[src/hdl/lemq_ram.sv]
`default_nettype none

module lemq_ram #(
    parameter int WIDTH = 8,
    parameter int DEPTH = 16
) (
    input  wire logic                     clk,
    input  wire logic                     wr_en,
    input  wire logic [$clog2(DEPTH)-1:0] wr_addr,
    input  wire logic [WIDTH-1:0]         wr_data,
    input  wire logic [$clog2(DEPTH)-1:0] rd_addr,
    output logic      [WIDTH-1:0]         rd_data
);

    logic [WIDTH-1:0] mem [DEPTH];

    // one write port, registered read
    always_ff @(posedge clk) begin
        if (wr_en) begin
            mem[wr_addr] <= wr_data;
        end
        rd_data <= mem[rd_addr];
    end

endmodule

`default_nettype wire

[config.mk]
export PLATFORM = sky130hd
export DESIGN_NAME = lemq_ram
export DESIGN_NICKNAME = d
export VERILOG_FILES = /design/src/hdl/lemq_ram.sv
export SDC_FILE = /design/constraint.sdc
export NUM_CORES = 1
export LEC_CHECK = 0
export ABC_CLOCK_PERIOD_IN_PS = 1800
export BUFFER_PORTS_ARGS = -buffer_cell sky130_fd_sc_hd__buf_2
export CORE_MARGIN = 4
export CORE_UTILIZATION = 34
export CTS_BUF_LIST = sky130_fd_sc_hd__clkbuf_4 sky130_fd_sc_hd__clkbuf_8
export CTS_CLUSTER_SIZE = 25
export DETAILED_ROUTE_END_ITERATION = 12
export GPL_TIMING_DRIVEN = 1
export SETUP_SLACK_MARGIN = 0.15
export SYNTH_ARGS = -nofsm -noshare
export SYNTH_HDL_FRONTEND = slang
export SYNTH_SLANG_ARGS = --single-unit
[constraint.sdc]
create_clock -name clk -period 1.8 [get_ports clk]
set_clock_uncertainty 0.05 [all_clocks]
set_input_delay 0.09 -clock clk [delete_from_list [all_inputs] [get_ports clk]]
set_output_delay 0.09 -clock clk [all_outputs]
set_load 0.01 [all_outputs]
[Word-level counts from Yosys, hierarchy flattened]
Memories as Yosys holds them, arrays and structs flattened. A register that Yosys moved wholly into a read port is not among the register bits.
Cells that the tools add are included.
Word-level totals
  flip-flop bits (word level): 0
  RAM bits: 128
  input bits: 18
  output and inout bits: 8
  logic and storage cells: 3
  memories: 1
Memories
  mem: words 16, bits a word 8, rd ports 1, clocked after memory_dff 1, wr ports 1, RTL line 15  | logic [WIDTH-1:0] mem [DEPTH];
Operators by class
  mux-type cells: 2
Operator list (number)
  1-bit two-way mux: 2

[Longest topological paths before layout]
Gate-level depths: netlist of the first run.
  depth in word-level cells: 2
  gate-level depth with buffers: 5
  mapped depth without buffers: 3

[Least setup slack after synthesis of the first run]
OpenSTA, ideal clock, no wires.
  path type: in2reg
  from: in wr_addr[2]
  to: mem mem[0][0], enable pin
  data arrival time: 1200 ps
  required time: 1367 ps
  setup slack: 167 ps
  cell stages on the path: 2
  path buffers: 0
  cell sequence: or3b_2 nor3_1
RTL lines
  start, declared: RTL line 9  | input wire logic [$clog2(DEPTH)-1:0] wr_addr,
  end, declared: RTL line 15
No word-level cell before the write port.

==> impl_metrics.json, run 1 <==
{
  "sequentialPowerShare_pct": 57.8,
  "whs_endpoint": "mem[4][2]",
  "start_util_pct": 35.0,
  "crit_arrival_ns": 1.67,
  "final_util_pct": 41.4,
  "fin_crit_ns": 1.41,
  "p_total_mw": 6.15,
  "die_w_um": 131,
  "final.setup.tns_ns": 0,
  "net-switching-power_mw": 1.22,
  "grt_first_pass_wirelength_mm": 14.4,
  "relSlewSlack_pct": 62.3,
  "slew_viol_final": 0,
  "drc": 0,
  "pwr_density_cell_mw_per_mm2": 1010,
  "grt_pass1_vias": 2477,
  "synth.distinct_cells": 19,
  "yosysWarnings": 0,
  "detailroute.via_count": 2416,
  "cts_buffer_depth": 2,
  "synth_seq_area_share_pct": 77.8,
  "p_leak_nw": 2.07,
  "hpwl_mm": 6.16,
  "final_antenna_net_count": 0,
  "pwr-share-clk_pct": 36.5,
  "swShare_pct": 19.8,
  "tightest_slew_ns": 0.563,
  "drt_iter0_drc": 115,
  "die_h_um": 131,
  "syn_inst": 229,
  "core-area_mm2": 0.0147,
  "grt_setup_unrepaired": "no",
  "final_common_cell": "edfxtp_1",
  "diodes": 0,
  "fmax_mhz": 709,
  "area.growth.synth_to_final_pct": 18.2,
  "r2r_cells": 3,
  "hp-class": "in2reg",
  "holdPathStages": 3,
  "nFillCells": 1257,
  "r2r-start": "mem[1][0]",
  "crit_required_ns": 2.06,
  "comb_power_share_pct": 5.7,
  "p_int_mw": 4.94,
  "r2r-end": "rd_data[0]",
  "syn_area_mm2": 0.00515,
  "place_congestion": 0.706,
  "wl_per_cell_um": 19.0,
  "min_from": "wr_addr[0]",
  "period_share_pct": 78.4,
  "rows": 44,
  "clk_pin_slew_ns": 0.07,
  "post_cts_buffers": 0,
  "cts_tree": "done",
  "routed_wl_mm": 9.38,
  "setup_viol_count_final": 0,
  "viasPerCell": 4.89,
  "ctsResizeCount": 0,
  "maxCapViolations": 0,
  "synth-seq-cells": 136,
  "dr.pass1.iters": 4,
  "status": "finished, final reports clean",
  "cp-start-kind": "flop",
  "ir_worst_vdd_v": 0.000415,
  "finalHoldViolCount": 0,
  "syn_avg_cell_area_um2": 22.5,
  "cts_buffers": 17,
  "path_class": "reg2reg",
  "end_kind": "flop",
  "die-area_mm2": 0.0172,
  "grt_max_degree": 33,
  "h-tree-depth": 4,
  "fin_nets": 315,
  "drive_above_1_share_pct": 32.6,
  "clk_latency_ns": 0.43,
  "gr-total-overflow": 0,
  "r2r_setup_slack_ns": 0.39,
  "postCtsHoldBufs": 8,
  "io_buffer_count": 25,
  "grt_usage_pct": 11.9,
  "final_cell_mix": "edfxtp_1, buf_2, buf_4",
  "synth_fp_nets": 247,
  "ioPinCount": 26,
  "cp_max_fo": 1,
  "antenna_found_initial": 0,
  "root_buffer": "clkbuf_8",
  "clock_sinks": 136
}
[area by class of cell]
class / count / area (µm²) / share of cell area [%]
sequential: 136 / 4000 / 65.8
tap: 184 / 230 / 3.78
clock buffer: 29 / 355 / 5.84
clock inverter: 3 / 13.8 / 0.226
timing repair buffer: 59 / 425 / 6.99
multi-input combinational: 83 / 1060 / 17.4
[cells in the mapped netlist (all sizes together)]
library cell   instances  area share, %
edfxtp               128             75
mux4                  32             15
a22oi                 16            2.3
nor2                  13           0.95
nand2                  9           0.66
dfxtp                  8            3.1
buf                    7            1.1
nor3                   4           0.39
clkdlybuf4s25          3           0.58
nand2b                 2           0.24
nand3b                 2           0.29
and2                   1           0.12
and2b                  1           0.15
nand3                  1          0.097
nor2b                  1           0.12
or3b                   1           0.17
[worst max path at each step]
stage / cells past startpoint / slack (ns) / from / to
2_1_floorplan: 2 / 0.17 / wr_addr[2] / mem[0][0]
3_5_place_dp: 5 / 0.17 / rd_addr[0] / rd_data[0]
3_3_place_gp: 5 / 0.20 / rd_addr[0] / rd_data[2]
6_report: 3 / 0.39 / mem[1][0] / rd_data[0]
5_1_grt: 3 / 0.31 / mem[1][0] / rd_data[0]
4_1_cts: 3 / 0.39 / mem[1][0] / rd_data[0]
[critical path: stages (launching register included)]
cell and delay [ns]:
edfxtp_1 0.36, mux4_1 0.50, a22oi_1 0.28, nand2_1 0.10
[registers in the layout, summed over array words and instances (netlist names)]
name / cells
mem: 128
rd_data: 8
[cells by family after synthesis]
group | synth area share [%]
flops | 77.8
simple gates | 3.18
compound gates | 2.33
mux | 15.0
buf+inv | 1.68
[power groups by stage]
| stage | logic [mW] | clock network, mW | registers, mW |
|---|---|---|---|
| floorplan | 0.180 | 0 | 3.63 |
| global placement | 0.335 | 0 | 3.63 |
| detailed placement | 0.342 | 0 | 3.63 |
| CTS | 0.357 | 2.31 | 3.56 |
| global route | 0.383 | 2.47 | 3.56 |
| finish | 0.350 | 2.24 | 3.56 |
[metal layers]
| layer | track usage (%) | part of all wire (%) | wire, µm |
|---|---|---|---|
| met3 | 5.12 | 5.3 | 495 |
| met1 | 15.3 | 45 | 4180 |
| met4 | 4.17 | 1.4 | 136 |
| met5 | 0 | 0 | 0 |
| met2 | 18.3 | 49 | 4570 |
[per-stage QoR]
| step | hold WS (ns) | setup WS [ns] | area [µm²] | cells |
|---|---|---|---|---|
| 2_1_floorplan | 0.139 | 0.167 | 5150 | 229 |
| 3_3_place_gp | 0.427 | 0.196 | 5640 | 454 |
| 3_5_place_dp | 0.435 | 0.166 | 5640 | 454 |
| 4_1_cts | 0.116 | 0.390 | 6090 | 494 |
| 5_1_grt | 0.142 | 0.313 | 6090 | 494 |
| 6_report | 0.156 | 0.389 | 6090 | 494 |
No activity file was read; power rests on OpenSTA's default activity.
==> run 2: changes to the inputs <==
--- a/config.mk
+++ b/config.mk
@@ -5,7 +5,8 @@
 export SDC_FILE = /design/constraint.sdc
 export NUM_CORES = 1
 export LEC_CHECK = 0
-export ABC_CLOCK_PERIOD_IN_PS = 1800
+export ABC_AREA = 1
+export ABC_CLOCK_PERIOD_IN_PS = 1210
 export BUFFER_PORTS_ARGS = -buffer_cell sky130_fd_sc_hd__buf_2
 export CORE_MARGIN = 4
 export CORE_UTILIZATION = 34
==> constraint.sdc (replaced) <==
create_clock -name clk -period 1.21 [get_ports clk]
set_clock_uncertainty 0.05 [all_clocks]
set_input_delay 0.0605 -clock clk [delete_from_list [all_inputs] [get_ports clk]]
set_output_delay 0.0605 -clock clk [all_outputs]
set_load 0.01 [all_outputs]
==> run 2 against run 1 <==
  * Critical path depth decreased by 2
  * Global-route usage increased by 2.0 points
  * Final area rose by 13%
  * Setup slack got worse by 0.20 ns
  * Via count increased by 58%
  * Power up 63%
  * Synthesized cell count up 140%
  * Register-to-register slack lost 0.17 ns
  * Flip-flop and latch count unchanged
  * Critical endpoint is now rd_data[6]
  * Utilization rose by 0.23 points
  * Cell count rose by 71%
  * Largest cell class unchanged
  * Clock power rose by 80%
==> impl_metrics.json, run 2 <==
{
  "core-area_mm2": 0.0166,
  "yosysWarnings": 0,
  "synth.area.mux_share_pct": 0,
  "cts_tree": "done",
  "comb_power_share_pct": 7.2,
  "whs_ns": 0.0403,
  "grt_pass1_vias": 3775,
  "viasPerCell": 4.51,
  "gr-total-overflow": 0,
  "synthArstFlopShare_pct": 0,
  "grt_setup_unrepaired": "yes",
  "place_congestion": 0.819,
  "drive_above_1_share_pct": 15.8,
  "root_buffer": "clkbuf_8",
  "p_total_mw": 10.1,
  "grt_usage_pct": 14.0,
  "synthXorXnorAreaFrac_pct": 0,
  "slowest_stage": "dfxtp_2",
  "yosysMostFrequentCell": "nand2_1",
  "maxCapViolations": 0,
  "regMostFlops": "mem",
  "synth_simple_gate_area_share_pct": 21.0,
  "fin_crit_ns": 1.02,
  "area.growth.synth_to_final_pct": 19.7,
  "drc": 0,
  "period_share_pct": 84.1,
  "synth-seq-cells": 136,
  "nFillCells": 1587,
  "final_antenna_net_count": 0,
  "ir_worst_vdd_v": 0.000568,
  "synthTopCellsByArea": "edfxtp_1, nand2_1, nand3_1",
  "start_util_pct": 34.8,
  "fin_nets": 630,
  "crit_buf_inv": 1,
  "synth_area_leader_cell": "edfxtp_1",
  "crit_family": "flip-flops",
  "syn_avg_cell_area_um2": 10.5,
  "cp_cell_sequence": "buf_6",
  "largest_reg_flops": 128,
  "syn_inst": 551,
  "tightest_slew_ns": 0.346,
  "grt_first_pass_wirelength_mm": 20.6,
  "antenna_found_initial": 0,
  "drt_iter0_drc": 388,
  "io_buffer_count": 25,
  "synth_top_family_by_area": "simple AND/OR/NAND/NOR gates",
  "status": "finished, final reports clean",
  "cp_max_fo": 1,
  "path_class": "reg2out",
  "synth_fp_nets": 569,
  "synthFlopType": "edfxtp_1",
  "crit_arrival_ns": 0.91,
  "synthAdderAreaFrac_pct": 0,
  "die_w_um": 138,
  "slew_viol_final": 0,
  "ioPinCount": 26,
  "critical-path-max-stage-delay_ns": 0.36,
  "synth-compound-area-share_pct": 0,
  "finalHoldViolCount": 0,
  "setup_viol_count_final": 0,
  "die-area_mm2": 0.0191,
  "pwr_density_cell_mw_per_mm2": 1460,
  "largestRegisters": "mem (128), rd_data (8)",
  "fmax_mhz": 983,
  "routed_wl_mm": 12.9,
  "final_common_cell": "nand2_1",
  "swShare_pct": 21.8,
  "sequentialPowerShare_pct": 52.7,
  "multiInputGateArea_mm2": 0.00124,
  "relSlewSlack_pct": 76.9,
  "syn_area_mm2": 0.00577,
  "p_int_mw": 7.87,
  "cp-start-kind": "flop",
  "clk_latency_ns": 0.45,
  "final.setup.tns_ns": 0,
  "rows": 47,
  "dr.pass1.iters": 5,
  "synth.cells.most_frequent": "nand2_1, edfxtp_1, inv_1",
  "grt_max_degree": 41,
  "final_cell_mix": "nand2_1, edfxtp_1, inv_1",
  "die_h_um": 138,
  "synth.distinct_cells": 12,
  "clk_pin_slew_ns": 0.08,
  "synth_seq_area_share_pct": 69.4,
  "hpwl_mm": 8.35,
  "seq_area_mm2": 0.00401,
  "synth-edff-count": 128,
  "crit_required_ns": 1.10,
  "pwr-share-clk_pct": 40.1,
  "synth_top_area_share_pct": 66.7,
  "wl_per_cell_um": 15.3,
  "cts_buffer_depth": 2,
  "clock_sinks": 136,
  "end_kind": "output pin",
  "p_leak_nw": 2.98,
  "detailroute.via_count": 3813,
  "diodes": 0,
  "cts_buffers": 17,
  "h-tree-depth": 4,
  "net-switching-power_mw": 2.19,
  "hp-class": "in2reg"
}
-- run 2: cell types whose count changed after synthesis, sizes merged, moves of 2 or more --
cell | before | now
nand2b | 2 | 0
mux4 | 32 | 0
buf | 7 | 24
nand2 | 9 | 173
nor3 | 4 | 0
clkdlybuf4s25 | 3 | 0
nand3 | 1 | 97
inv | 0 | 102
nor2 | 13 | 17
a22oi | 16 | 0
-- run 2: path summary, 6_finish.rpt --
| kind | start | endpoint | slack (ns) | depth (start not counted) |
|---|---|---|---|---|
| worst min-delay path | rd_addr[3] | rd_data[6] | 0.04 | 4 |
| worst min register to register | mem[2][6] | rd_data[6] | 0.63 | 6 |
| worst max register to register | mem[5][4] | rd_data[4] | 0.22 | 6 |
| worst max-delay path | rd_data[6] | rd_data[6] | 0.19 | 1 |
-- run 2: per-stage QoR --
| step | cells | instance area (µm²) | utilization, % | worst slack [ns] |
|---|---|---|---|---|
| global route | 845 | 6900 | 41.6 | 0.132 |
| detailed placement | 802 | 6290 | 37.9 | 0.0801 |
| floorplan | 551 | 5770 | - | 0.149 |
| finish | 845 | 6900 | 41.6 | 0.193 |
| global placement | 802 | 6290 | 37.9 | 0.0848 |
| CTS | 843 | 6820 | 41.1 | 0.135 |
-- run 2: logic make-up after synthesis --
logic type / Yosys count
DFF: 136
buffers and inverters: 126
and+or+nand+nor: 289
-- run 2: cell type report --
cell class | count | share of cell area, %
multi-input cells | 289 | 17.9
flip-flops and latches | 136 | 58.0
well taps | 220 | 3.99
clock buffers | 20 | 3.81
clock inverters | 12 | 2.56
inverters | 102 | 5.60
repair buffers | 66 | 8.08
-- run 2: per-layer routing --
metal,up-vias,GRT usage [%],wire length (µm)
li1,1888,-,-
met1,1804,18.8,5640
met2,105,22.5,6320
met3,16,2.66,754
met4,0,5.62,205
met5,-,0,0
-- run 2: repair_timing --
item                                   4_1_cts  5_1_grt
endpoints found under the hold margin      131        0
setup buffers                                0        1
setup endpoints to repair                    2        8
resized for setup                            2       13
hold buffers                                 9        0
cloned                                       0        1
-- run 2: power by group through the flow --
stage               Sequential, mW  Combinational (mW)  Clock [mW]
global route                  5.30               0.809        4.32
global placement              5.40               0.660           0
floorplan                     5.40               0.372           0
detailed placement            5.40               0.672           0
finish                        5.30               0.729        4.03
CTS                           5.30               0.698        4.11
